$ cat src/design/lru_page_victim_select_macros.svh
// assertion macros for the lru page victim selector
// clocked on clk_i, held off while rst_ni is low
`ifndef LRU_PAGE_VICTIM_SELECT_MACROS_SVH
`define LRU_PAGE_VICTIM_SELECT_MACROS_SVH

`ifndef NO_ASSERTIONS

`define LPVS_ASSERT_IMPL(label, ante, cons) \
  label: assert property (@(posedge clk_i) disable iff (!rst_ni) (ante) |-> (cons)) \
    else $error("lpvs check failed");

`define LPVS_ASSERT_NEXT(label, ante, cons) \
  label: assert property (@(posedge clk_i) disable iff (!rst_ni) (ante) |=> (cons)) \
    else $error("lpvs check failed");

`else

`define LPVS_ASSERT_IMPL(label, ante, cons)

`define LPVS_ASSERT_NEXT(label, ante, cons)

`endif

`endif

$ cat src/design/lpvs_pkg.sv
`timescale 1ns / 1ps

package lpvs_pkg;

  localparam int PROCESSES      = 32;
  localparam int PAGES_PER_PROC = 32;
  localparam int PAGE_SIZE      = 128;  // power of two
  localparam int STAMP_BITS     = 32;

  localparam int PAGE_SHIFT = $clog2(PAGE_SIZE);
  localparam int TABLE_DEPTH = PROCESSES * PAGES_PER_PROC;
  localparam int ADDR_W     = $clog2(TABLE_DEPTH);
  localparam int PAGE_W     = $clog2(PAGES_PER_PROC);
  localparam int CNT_W      = $clog2(PAGES_PER_PROC + 1);

  // item kinds
  localparam logic [1:0] FUNC_ACCESS = 2'd0;
  localparam logic [1:0] FUNC_EVICT  = 2'd1;
  localparam logic [1:0] FUNC_TICK   = 2'd2;

  typedef struct packed {
    logic [1:0]  func;
    logic [4:0]  proc;
    logic        active;
    logic [11:0] pc;
    logic        resident;
    logic        pagein_started;
    logic [4:0]  evicted_page;
    logic        pageout_started;
  } in_beat_t;

  typedef struct packed {
    logic       evict_request;
    logic [4:0] victim_page;
    logic       no_victim;
  } out_beat_t;

  typedef enum logic [2:0] {
    ST_CLEAR,
    ST_IDLE,
    ST_EXEC,
    ST_SCAN,
    ST_RESULT
  } state_e;

  typedef struct packed {
    logic clr_we;
    logic capture;
    logic exec;
    logic scan_init;
    logic scan_step;
    logic load_out;
  } cmd_t;

  typedef struct packed {
    logic clr_last;
    logic is_search;
    logic scan_last;
    logic out_free;
  } status_t;

endpackage

$ cat src/design/lpvs_ctrl.sv
`timescale 1ns / 1ps

module lpvs_ctrl import lpvs_pkg::*; (
  input  logic    clk_i,
  input  logic    rst_ni,
  input  logic    in_valid_i,
  input  status_t status_i,
  output cmd_t    cmd_o,
  output logic    in_stall_o
);

  state_e state_q, state_d;

  always_ff @(posedge clk_i or negedge rst_ni) begin
    if (!rst_ni) begin
      state_q <= ST_CLEAR;
    end else begin
      state_q <= state_d;
    end
  end

  always_comb begin
    state_d    = state_q;
    cmd_o      = '0;
    in_stall_o = 1'b1;
    case (state_q)
      ST_CLEAR: begin
        cmd_o.clr_we = 1'b1;
        if (status_i.clr_last) begin
          state_d = ST_IDLE;
        end
      end
      ST_IDLE: begin
        in_stall_o = 1'b0;
        if (in_valid_i) begin
          cmd_o.capture = 1'b1;
          state_d       = ST_EXEC;
        end
      end
      ST_EXEC: begin
        cmd_o.exec = 1'b1;
        if (status_i.is_search) begin
          cmd_o.scan_init = 1'b1;
          state_d         = ST_SCAN;
        end else begin
          state_d = ST_RESULT;
        end
      end
      ST_SCAN: begin
        cmd_o.scan_step = 1'b1;
        if (status_i.scan_last) begin
          state_d = ST_RESULT;
        end
      end
      ST_RESULT: begin
        if (status_i.out_free) begin
          cmd_o.load_out = 1'b1;
          state_d        = ST_IDLE;
        end
      end
      default: begin
        state_d = ST_IDLE;
      end
    endcase
  end

endmodule

$ cat config.mk
export PLATFORM = sky130hd
export DESIGN_NAME = lpvs_ctrl
export DESIGN_NICKNAME = d
export VERILOG_FILES = /design/src/design/lru_page_victim_select_macros.svh /design/src/design/lpvs_pkg.sv /design/src/design/lpvs_ctrl.sv
export SDC_FILE = /design/constraint.sdc
export NUM_CORES = 1
export LEC_CHECK = 0
export ABC_AREA = 1
export BUFFER_PORTS_ARGS = -buffer_cell sky130_fd_sc_hd__buf_2
export CORE_AREA = 2 2 39 41
export DETAILED_ROUTE_END_ITERATION = 7
export DIE_AREA = 0 0 41 43
export PLACE_DENSITY = 0.46
export RECOVER_POWER = 50
export SYNTH_ARGS = -nofsm -noshare
export SYNTH_HDL_FRONTEND = slang
export SYNTH_SLANG_ARGS = --single-unit
$ cat constraint.sdc
create_clock -name clk_i -period 1.4 [get_ports clk_i]
set_input_delay 0.07 -clock clk_i [delete_from_list [all_inputs] [get_ports clk_i]]
set_output_delay 0.07 -clock clk_i [all_outputs]
set_load 0.005 [all_outputs]
Word level (Yosys, flattened, before mapping)
Cells that the tools add are included.
{"block": "totals", "register_bits": 3, "inputBits": 7, "out_inout_bits": 7, "wordCells": 26}
{"block": "classes", "eq_ne": 8, "muxes": 15, "reduce_logical": 2}
{"operator": "$mux 3", "count": 5}
{"operator": "$pmux 3 s5", "count": 1}
{"operator": "$mux 1", "count": 8}
{"operator": "$ne 2x2->1 const B", "count": 4}
{"operator": "$eq 3x2->1 const B", "count": 2}
{"operator": "$reduce_and 4->1", "count": 1}
{"operator": "$eq 3x1->1 const B", "count": 1}
{"operator": "$eq 3x3->1 const B", "count": 1}
{"operator": "$logic_not 3->1", "count": 1}
{"operator": "$mux 2", "count": 1}

Logic depth before layout (Yosys ltp)
Gate-level depths: netlist (run 1).
{"block": "logic_depth", "depth_word": 3, "depth_mapped": 8, "ltp_nobuf": 8}

Least setup slack after synthesis (run 1)
Ideal clock, no wire load.
{"block": "synth_path", "kind": "register -> register", "from": "register state_q[0]", "to": "register state_q[0]", "setup_ns": 0.120, "t_arrival_ns": 0.923, "required_time_ns": 1.280, "slack_ns": 0.357, "stages_incl_launch_ff": 7, "n_path_buf": 0, "synth_period_minus_slack_ns": 1.043, "path_cell_list": "dfrtp_1 -> nor2_1 -> nand3_2 -> nand2_2 -> nor2_2 -> nand2_1 -> nand2_1"}
{"block": "synth_via", "elab_chain_len": 3, "word_cells_on_any_way": 11, "classes_between": "eq/ne: 8; mux: 1; reduce/logical: 2"}
{"item": "start: declaration", "line": "lpvs_ctrl.sv:12", "text": "state_e state_q, state_d;"}
{"item": "start signal: assignment", "line": "lpvs_ctrl.sv:18", "text": "state_q <= state_d;"}
{"item": "$eq 3x2->1 (tied with other cells)", "line": "lpvs_ctrl.sv:26", "text": "case (state_q)"}
{"item": "$ne 2x2->1 (no source line)"}
{"item": "$reduce_and 4->1 (no source line)"}
Parallel ways exist; a longest one is shown, timed or not.
A chain may end at the register's enable or synchronous reset.

==> results of run 1 <==
-- worst max-delay path by stage --
| stage | start | endpoint | slack [ps] | cells after the start |
|---|---|---|---|---|
| after global placement | state_q[0] | state_q[0] | 240 | 6 |
| after global routing | state_q[1] | cmd_o[2] | 10 | 7 |
| after CTS | state_q[2] | cmd_o[2] | 110 | 6 |
| after floorplan | state_q[0] | state_q[0] | 360 | 6 |
| final | state_q[0] | cmd_o[4] | 160 | 5 |
| after detailed placement | state_q[0] | state_q[0] | 260 | 6 |
-- power breakdown --
part	internal, uW	switching, uW	leakage (uW)	total (uW)
sequential	135	81.1	0.0000365	216
combinational	183	254	0.000178	437
clock	107	44.6	0.0000150	151
-- cell usage after synthesis --
library cell | count | area (sq um)
nand2_1 | 11 | 41.3
inv_1 | 6 | 22.5
nor2_2 | 5 | 31.3
nand2_2 | 4 | 25.0
dfrtp_1 | 3 | 75.1
inv_2 | 3 | 11.3
nand3_2 | 2 | 20.0
nor2_1 | 2 | 7.51
a21oi_1 | 1 | 5.00
nand3_1 | 1 | 5.00
nor3_1 | 1 | 5.00
nor4_1 | 1 | 6.26
o21ai_1 | 1 | 5.00
-- final cells by class --
class / instances / area share
multi-input combinational: 29 / 0.390
sequential: 3 / 0.203
timing repair buffer: 14 / 0.193
inverter: 9 / 0.0900
clock buffer: 4 / 0.0700
tap: 16 / 0.0533
-- cell families (layout without fill, tap and decap cells) --
| group | after synthesis | count (layout) | share of synthesized area |
|---|---|---|---|
| AOI/OAI and AO/OA | 2 | 2 | 0.0384 |
| and+or+nand+nor | 27 | 27 | 0.543 |
| buffers and inverters | 9 | 27 | 0.130 |
| DFF | 3 | 3 | 0.288 |
-- worst max-delay path: cells and delay by family (launching register included) --
family,cells,cell delay [ps]
buffers and inverters,2,180
flip-flops,1,480
AND/OR/NAND/NOR,3,280
-- placed cells by master, fill, tap and decap left out, types with 3 or more instances in the layout --
| master | netlist | final |
|---|---|---|
| nand2_1 | 11 | 12 |
| buf_2 | 0 | 11 |
| inv_1 | 6 | 6 |
| nor2_2 | 5 | 4 |
| nor2_1 | 2 | 3 |
| inv_2 | 3 | 3 |
| nand2_2 | 4 | 3 |
| clkbuf_4 | 0 | 3 |
| clkbuf_1 | 0 | 3 |
-- metal layers --
| layer | wire length [um] | global-route usage | up-vias |
|---|---|---|---|
| li1 | - | - | 158 |
| met5 | 0 | 0 | - |
| met4 | 0 | 0.0200 | 0 |
| met3 | 47 | 0.0785 | 0 |
| met2 | 269 | 0.0906 | 10 |
| met1 | 256 | 0.0932 | 121 |
-- metrics by stage --
stage / cell area [sq um] / cells / util / hold slack (ps) / setup slack, ps
after floorplan: 260 / 41 / - / -226 / 357
after CTS: 382 / 75 / 0.276 / 109 / 112
after global placement: 345 / 70 / 0.250 / -132 / 243
final: 375 / 75 / 0.271 / 109 / 159
after detailed placement: 345 / 70 / 0.250 / -129 / 257
after global routing: 375 / 75 / 0.271 / 112 / 14.5
-- timing repair --
item,in CTS,in global routing
setup endpoints to repair,0,1
hold buffers,1,0
setup buffers,0,0
resized for setup,0,1
endpoints found under the hold margin,3,0
==> results by group, run 1 <==
Outcome
  • Status: completed

Clock network
  • CTS root buffer: clkbuf_4
  • Worst-path clk slew: 40 ps
  • Clock sinks: 3
  • H-tree Lvls: 1
  • CTS tree: yes
  • Clock Path Buffers: 2
  • Inserted Clock Buffers: 3
  • Worst-Skew Late Latency: 230 ps

Finish
  • Reg with most FFs: state_q
  • Area Overhead vs Synth: 44.2%
  • Layout fillers: 158
  • # nets final: 67
  • Share of cells above drive strength 1: 0.458
  • Diode count: 0
  • FF+latch area: 76.3 sq um
  • Multi-input logic area: 146 sq um
  • Largest register FFs: 3
  • Biggest regs: state_q x3

Routing
  • DRT Pass-1 Iters: 4
  • Drc violations: 0
  • Mean routed wirelength per cell: 7.63 um
  • Initial DRC Count: 7
  • Post-route ant nets: 0
  • Drt total wl: 572 um
  • Vias: 289
  • Vias per std cell: 3.85

Placed design
  • DP Wirelength: 461 um
  • IO Port Bufs: 13
  • Placer Congestion: 0.736

Floorplan
  • IO Count: 14
  • Site Rows: 14
  • Die ar.: 0.00176 sq mm
  • CORE AREA: 0.00138 sq mm
  • Die span in x: 41 um
  • Starting Density: 0.188
  • Die height: 43 um

Yosys
  • Synthesized instance count: 41
  • Register area share after synthesis: 0.288
  • Netlist Area Pre-Place: 260 sq um
  • Syn avg cell area: 6.35 sq um
  • Synthesized flop and latch total: 3
  • Count of cell types in the netlist: 13
  • Syn. warnings: 0
  • Synthesized netlist net count: 48

Timing
  • Worst Skew: 1.63 ps
  • Max Clock Freq: 806 MHz
  • Final setup violating endpoints: 0
  • Fin crit share: 0.886
  • Unrepaired setup endpoints after global routing: no
  • Pins Over Slew Limit: 0
  • Setup TNS: 0 ps
  • Hold Violations, Final: 0
  • Minimum clock period: 1240 ps
  • Actual slew at the worst max-slew pin: 260 ps
  • Worst slew margin: 0.827

Global route
  • Largest net degree at the start of global routing: 8
  • First-pass GRT wire length: 862 um
  • GRT Total Usage: 0.0763
  • Antenna violations before repair: 0
  • Vias in the first global route: 228
  • Global route overflow: 0

Worst setup path
  • CP max stage delay: 480 ps
  • Critical path launch point type: register
  • Crit path kind: reg2out
  • R2R Setup Slk: 250 ps
  • Launch point of the worst reg-to-reg path: state_q[0]
  • Worst path cell trace: inv_2 > nor2_2 > nand2_1 > nor2_1 > buf_2
  • R2R depth: 6
  • Worst setup EP type: output pin
  • WP data required: 1330 ps
  • WP data arrival: 1170 ps
  • Slowest cell on crit path: dfrtp_1
  • Worst flop-to-flop path endpoint: state_q[0]
  • Crit-path max FO: 7

Power
  • Total power: 804 uW
  • Peak supply drop: 0.796 mV
  • Leak Pwr: 0.000229 uW
  • Pwr Density: 2140 mW/mm^2

Min path
  • Min-delay src: status_i[1]
  • WHS Endpoint: state_q[1]
  • Hold path depth: 4
  • Worst min path class: in2reg

Run
  • Maxcap violations: 0
(Power assumes the default switching activity.)
==> run 2: changes to the inputs <==
--- a/config.mk
+++ b/config.mk
@@ -8,8 +8,10 @@
 export ABC_AREA = 1
 export BUFFER_PORTS_ARGS = -buffer_cell sky130_fd_sc_hd__buf_2
 export CORE_AREA = 2 2 39 41
+export CTS_BUF_LIST = sky130_fd_sc_hd__clkbuf_2 sky130_fd_sc_hd__clkbuf_4 sky130_fd_sc_hd__clkbuf_8
 export DETAILED_ROUTE_END_ITERATION = 7
 export DIE_AREA = 0 0 41 43
+export GPL_TIMING_DRIVEN = 0
 export PLACE_DENSITY = 0.46
 export RECOVER_POWER = 50
 export SYNTH_ARGS = -nofsm -noshare
==> run 2 against run 1 <==
Against the previous run:
- register-to-register slack about the same
- cell count is the same
- via count decreased by 2.1%
- design area grew 0.67%
- largest power group unchanged
==> results by group, run 2 (synthesis gave the netlist of run 1 again) <==
Outcome
  • Status: completed

Worst setup path
  • CP Buf/Inv Count: 2 (unchanged)
  • Crit path kind: reg2out
  • Critical path launch point type: register
  • Worst setup EP type: output pin
  • WP data arrival: 1200 ps (+30 ps)
  • Worst path cell trace: inv_1 > nor4_1 > buf_2
  • Crit-path max FO: 6 (-1)
  • R2R Setup Slk: 260 ps (about the same)
  • Slowest cell on crit path: dfrtp_1
  • R2R depth: 6 (unchanged)
  • CP endpoint: cmd_o[0]
  • Setup crit start: state_q[2]
  • Crit-path leading delay family: flip-flops
  • Worst flop-to-flop path endpoint: state_q[0]
  • Launch point of the worst reg-to-reg path: state_q[0]
  • CP max stage delay: 460 ps (-20 ps)
  • WP data required: 1330 ps (about the same)
  • Stages on worst setup path: 3 (-2)

Timing
  • Actual slew at the worst max-slew pin: 264 ps (+3.88 ps)
  • Min Hold Slack: 113 ps (+4.13 ps)
  • Worst slew margin: 0.824 (-0.00259)
  • Minimum clock period: 1270 ps (+29.0 ps)
  • Setup TNS: 0 ps (unchanged)
  • Worst Skew: 1.53 ps (-0.0925 ps)
  • Max Clock Freq: 787 MHz (-2.3%)
  • Unrepaired setup endpoints after global routing: no
  • Hold Violations, Final: 0 (unchanged)
  • Final WS setup: 130 ps (-29.0 ps)
  • Final setup violating endpoints: 0 (unchanged)
  • Pins Over Slew Limit: 0 (unchanged)
  • Fin crit share: 0.907 (+0.0207)

Clock network
  • Clock sinks: 3 (unchanged)
  • Worst-Skew Late Latency: 230 ps (about the same)
  • Worst-path clk slew: 40 ps (about the same)
  • CTS tree: yes
  • Inserted Clock Buffers: 3 (unchanged)
  • Postcts setup bufs: 0 (unchanged)
  • H-tree Lvls: 1 (unchanged)
  • CTS root buffer: clkbuf_4
  • Clock Path Buffers: 2 (unchanged)

Finish
  • Area Overhead vs Synth: 45.2%
  • # nets final: 67 (unchanged)
  • Post-route insts no fill: 75 (unchanged)
  • Diode count: 0 (unchanged)
  • Final core occ: 0.273 (+0.00181)
  • Biggest regs: state_q x3
  • Most frequent cells in the layout: nand2_1 (12), buf_2 (11), inv_1 (6), nor2_2 (4), clkbuf_4 (4)
  • Largest register FFs: 3 (unchanged)
  • Layout fillers: 165 (+4.4%)
  • Share of cells above drive strength 1: 0.458 (unchanged)
  • Reg with most FFs: state_q
  • Multi-input logic area: 146 sq um (unchanged)
  • FF+latch area: 75.1 sq um (-1.6%)
  • Most common cell after layout, fill and taps aside: nand2_1

Floorplan
  • Die span in x: 41 um (unchanged)
  • Site Rows: 14 (unchanged)
  • Starting Density: 0.188 (unchanged)
  • Die ar.: 0.00176 sq mm (unchanged)
  • Die height: 43 um (unchanged)
  • CORE AREA: 0.00138 sq mm (unchanged)
  • IO Count: 14 (unchanged)

Global route
  • Antenna violations before repair: 0 (unchanged)
  • Vias in the first global route: 246 (+7.9%)
  • Global route overflow: 0 (unchanged)
  • Largest net degree at the start of global routing: 8 (unchanged)
  • First-pass GRT wire length: 979 um (+14%)
  • GRT Total Usage: 0.0865 (+0.0102)

Power
  • Combinational share of power: 0.534 (-0.009)
  • Clk pwr share: 0.207 (+0.019)
  • Sequential fraction of design power: 0.260 (-0.009)
  • Switching Share: 0.467 (-0.00566)
  • P_sw: 385 uW (+1.4%)
  • Cell internal pwr: 440 uW (+3.7%)
  • Leak Pwr: 0.000234 uW (+2.1%)
  • Peak supply drop: 0.798 mV (+0.36%)
  • Pwr Density: 2180 mW/mm^2 (+1.9%)

Routing
  • Drt total wl: 595 um (+4.0%)
  • Vias per std cell: 3.77 (-2.1%)
  • Post-route ant nets: 0 (unchanged)
  • Vias: 283 (-2.1%)
  • DRT Pass-1 Iters: 2 (-2)
  • Mean routed wirelength per cell: 7.93 um (+4.0%)
  • Initial DRC Count: 1 (-6)
  • Drc violations: 0 (unchanged)

Placed design
  • Placer Congestion: 0.704 (-4.4%)
  • IO Port Bufs: 13 (unchanged)
  • Place WS: 270 ps (+13.3 ps)
  • DP Wirelength: 452 um (-2.1%)
  • Placed instance count: 70 (unchanged)

Min path
  • Worst min path class: in2reg

Run
  • Maxcap violations: 0 (unchanged)
run 2: cell types whose count changed in the layout (fill, tap and decap cells not counted):
cell,before,now
clkbuf_1,3,2
dfrtp_2,1,0
clkbuf_4,3,4
dfrtp_1,2,3
run 2: layer usage:
layer,track usage,vias to the layer above,share of wire
met5,0,-,0
met4,0.0400,0,0
met2,0.100,8,0.44
met3,0.0785,0,0.081
li1,-,159,-
met1,0.107,116,0.48
run 2: repair_timing:
item	CTS	global route
hold buffers	1	0
hold endpoints to repair	3	0
resized for setup	0	0
run 2: worst min-delay path by stage:
| stage | to | depth (start not counted) | from | slack [ps] |
|---|---|---|---|---|
| finish | state_q[1] | 4 | status_i[1] | 110 |
| global route | state_q[1] | 4 | status_i[1] | 140 |
| CTS | state_q[1] | 4 | status_i[1] | 110 |
| detailed placement | state_q[0] | 1 | rst_ni | -130 |
| global placement | state_q[0] | 1 | rst_ni | -130 |
| floorplan | state_q[0] | 0 | rst_ni | -230 |
run 2: layout make-up:
class / instances / share of cell area
Multi-Input combinational cell: 29 / 0.387
Sequential cell: 3 / 0.199
Timing Repair Buffer: 14 / 0.192
Inverter: 9 / 0.0894
Clock buffer: 4 / 0.0795
Tap cell: 16 / 0.0530
run 2: worst min-delay path, cell delays in order:
cell and delay, ps:
buf_2 70, inv_1 30, nand2_2 70, nand2_1 50
run 2: metrics by stage:
step                      total power, uW  instance area [sq um]
after floorplan                       531                    260
after global placement                678                    345
after detailed placement              672                    345
after CTS                             860                    385
after global routing                  926                    378
final                                 825                    378
run 2: power by group through the flow:
stage | sequential [uW] | clock, uW | combinational (uW)
2_1_floorplan | 198 | 0 | 334
3_3_place_gp | 221 | 0 | 458
3_5_place_dp | 215 | 0 | 457
4_1_cts | 215 | 182 | 463
5_1_grt | 220 | 188 | 518
6_report | 214 | 171 | 441
==> run 3: changes to the inputs <==
--- a/config.mk
+++ b/config.mk
@@ -12,7 +12,7 @@
 export DETAILED_ROUTE_END_ITERATION = 7
 export DIE_AREA = 0 0 41 43
 export GPL_TIMING_DRIVEN = 0
-export PLACE_DENSITY = 0.46
+export PLACE_DENSITY = 0.49
 export RECOVER_POWER = 50
 export SYNTH_ARGS = -nofsm -noshare
 export SYNTH_HDL_FRONTEND = slang
==> constraint.sdc (replaced) <==
create_clock -name clk_i -period 1.35 [get_ports clk_i]
set_input_delay 0.0675 -clock clk_i [delete_from_list [all_inputs] [get_ports clk_i]]
set_output_delay 0.0675 -clock clk_i [all_outputs]
set_load 0.005 [all_outputs]
==> run 3 against run 2 <==
Against the previous run:
- core utilization rose by 0.81 points
- wire length decreased by 0.34%
- combinational power grew 8.2%
- critical path depth grew 2
- critical path type unchanged
- largest cell class unchanged
==> results by group, run 3 (synthesis gave the netlist of run 1 again) <==
Power
  • Pwr Density: 2270 mW/mm^2 (+3.8%)
  • Sequential fraction of design power: 0.257 (-0.003)
  • Peak supply drop: 0.685 mV (-14%)
  • Clk pwr share: 0.202 (-0.005)
  • Combinational share of power: 0.540 (+0.006)
  • P_sw: 407 uW (+5.7%)
  • Switching Share: 0.461 (-0.00549)
  • Leak Pwr: 0.000237 uW (+1.4%)
  • Cell internal pwr: 475 uW (+8.0%)
  • Total power: 882 uW (+6.9%)

Clock network
  • Clock sinks: 3 (unchanged)
  • CTS tree: yes
  • H-tree Lvls: 1 (unchanged)
  • Worst-Skew Late Latency: 230 ps (about the same)
  • Worst-path clk slew: 40 ps (about the same)
  • CTS root buffer: clkbuf_4
  • Clock Path Buffers: 2 (unchanged)
  • Inserted Clock Buffers: 3 (unchanged)

Finish
  • Diode count: 0 (unchanged)
  • Layout fillers: 159 (-3.6%)
  • Most frequent cells in the layout: nand2_1 (12), buf_2 (11), inv_1 (6), nor2_2 (5), clkbuf_4 (4)
  • Most common cell after layout, fill and taps aside: nand2_1
  • # nets final: 68 (+1.5%)
  • Share of cells above drive strength 1: 0.500 (+0.0424)
  • Largest register FFs: 3 (unchanged)
  • Biggest regs: state_q x3
  • FF+latch area: 76.3 sq um (+1.7%)
  • Reg with most FFs: state_q
  • Area Overhead vs Synth: 49.5%
  • Multi-input logic area: 149 sq um (+1.7%)
  • Fin area: 389 sq um (+3.0%)

Timing
  • Fin crit share: 0.927
  • Pins Over Slew Limit: 0 (unchanged)
  • Minimum clock period: 1250 ps
  • Setup TNS: 0 ps (unchanged)
  • Max Clock Freq: 799 MHz
  • Worst slew margin: 0.822 (-0.00188)
  • Unrepaired setup endpoints after global routing: yes
  • Worst Skew: 0.722 ps (-0.811 ps)
  • Hold Violations, Final: 0 (unchanged)
  • Actual slew at the worst max-slew pin: 266 ps (+2.82 ps)
  • Final setup violating endpoints: 0 (unchanged)

Routing
  • Drt total wl: 593 um (-0.34%)
  • Initial DRC Count: 4 (+3)
  • Met2 Wirelength: 256 um (-1.9%)
  • Post-route ant nets: 0 (unchanged)
  • Drc violations: 0 (unchanged)
  • Wl on met1: 282 um (-1.1%)
  • Vias per std cell: 3.84 (+1.8%)
  • Vias: 292 (+3.2%)
  • DRT Pass-1 Iters: 2 (unchanged)
  • Mean routed wirelength per cell: 7.80 um (-1.6%)
  • DR top layer: met3
  • Met3 wire length: 54 um (+13%)

Worst setup path
  • WP data required: 1280 ps (-50 ps)
  • WP data arrival: 1180 ps (-20 ps)
  • CP Buf/Inv Count: 2 (unchanged)
  • Stages on worst setup path: 5 (+2)
  • Crit-path leading delay family: flip-flops
  • Critical path launch point type: register
  • R2R depth: 6 (unchanged)
  • CP max stage delay: 480 ps (+20 ps)
  • Worst path cell trace: inv_2 > nor2_2 > nand2_1 > nor2_1 > buf_2
  • Crit path kind: reg2out
  • Worst setup EP type: output pin
  • Slowest cell on crit path: dfrtp_1
  • Crit-path max FO: 7 (+1)

Floorplan
  • CORE AREA: 0.00138 sq mm (unchanged)
  • Die height: 43 um (unchanged)
  • IO Count: 14 (unchanged)
  • Site Rows: 14 (unchanged)
  • Die span in x: 41 um (unchanged)
  • Starting Density: 0.188 (unchanged)
  • Die ar.: 0.00176 sq mm (unchanged)

Global route
  • Global route overflow: 0 (unchanged)
  • Largest net degree at the start of global routing: 8 (unchanged)
  • First-pass GRT wire length: 862 um (-12%)
  • GRT Total Usage: 0.0754 (-0.0111)
  • Vias in the first global route: 246 (unchanged)
  • Antenna violations before repair: 0 (unchanged)

Outcome
  • Status: completed

Placed design
  • Placer Congestion: 0.692 (-1.7%)
  • DP Wirelength: 447 um (-1.0%)
  • Area after DPL: 345 sq um (unchanged)
  • IO Port Bufs: 13 (unchanged)

Min path
  • Hold path depth: 4 (unchanged)
  • Worst min path class: in2reg

Run
  • Maxcap violations: 0 (unchanged)
run 3: cell count changes in the layout (fill, tap and decap cells not counted):
cell | previous run | this run
buf_4 | 0 | 1
dfrtp_1 | 3 | 2
dfrtp_2 | 0 | 1
nor2_1 | 3 | 2
nor2_2 | 4 | 5
run 3: repair_timing:
item                                   in CTS  in global routing
endpoints found under the hold margin       3                  0
hold buffers                                1                  0
buffers inserted                            0                  1
setup endpoints to repair                   0                  1
gates resized for setup                     0                  1
run 3: layer usage:
metal,GRT usage,vias to the layer above
li1,-,161
met5,0,-
met4,0,0
met1,0.0871,123
met2,0.103,8
met3,0.0785,0
run 3: worst register-to-register path: cells and delay by family (launching register included):
kind / cells / cell delay, ps
and+or+nand+nor: 6 / 590
DFF: 1 / 460
run 3: path summary, 6_finish.rpt:
check | from | end | slack [ps]
setup / recovery | state_q[0] | cmd_o[4] | 100
min in group asynchronous | rst_ni | state_q[0] | 180
max in group asynchronous | rst_ni | state_q[2] | 1000
setup reg to reg | state_q[0] | state_q[1] | 190
hold reg to reg | state_q[2] | state_q[2] | 620
hold / removal | status_i[1] | state_q[1] | 110
run 3: power groups by stage:
stage	sequential (uW)	combinational, uW	clock, uW
finish	227	477	179
global route	236	552	198
CTS	224	475	190
detailed placement	225	470	0
global placement	227	472	0
floorplan	205	346	0
run 3: through the flow:
stage / hold WS [ps] / utilization / instances / setup WS [ps]
global placement: -134 / 0.250 / 70 / 205
CTS: 103 / 0.278 / 75 / 63.3
global route: 114 / 0.281 / 76 / -5.84
detailed placement: -132 / 0.250 / 70 / 212
floorplan: -228 / - / 41 / 307
finish: 109 / 0.281 / 76 / 98.1
run 3: layout make-up:
| type | count | area share |
|---|---|---|
| sequential | 3 | 0.196 |
| clock buffer | 4 | 0.0772 |
| tap | 16 | 0.0514 |
| multi-input combinational | 29 | 0.383 |
| timing repair buffer | 15 | 0.206 |
| inverter | 9 | 0.0868 |
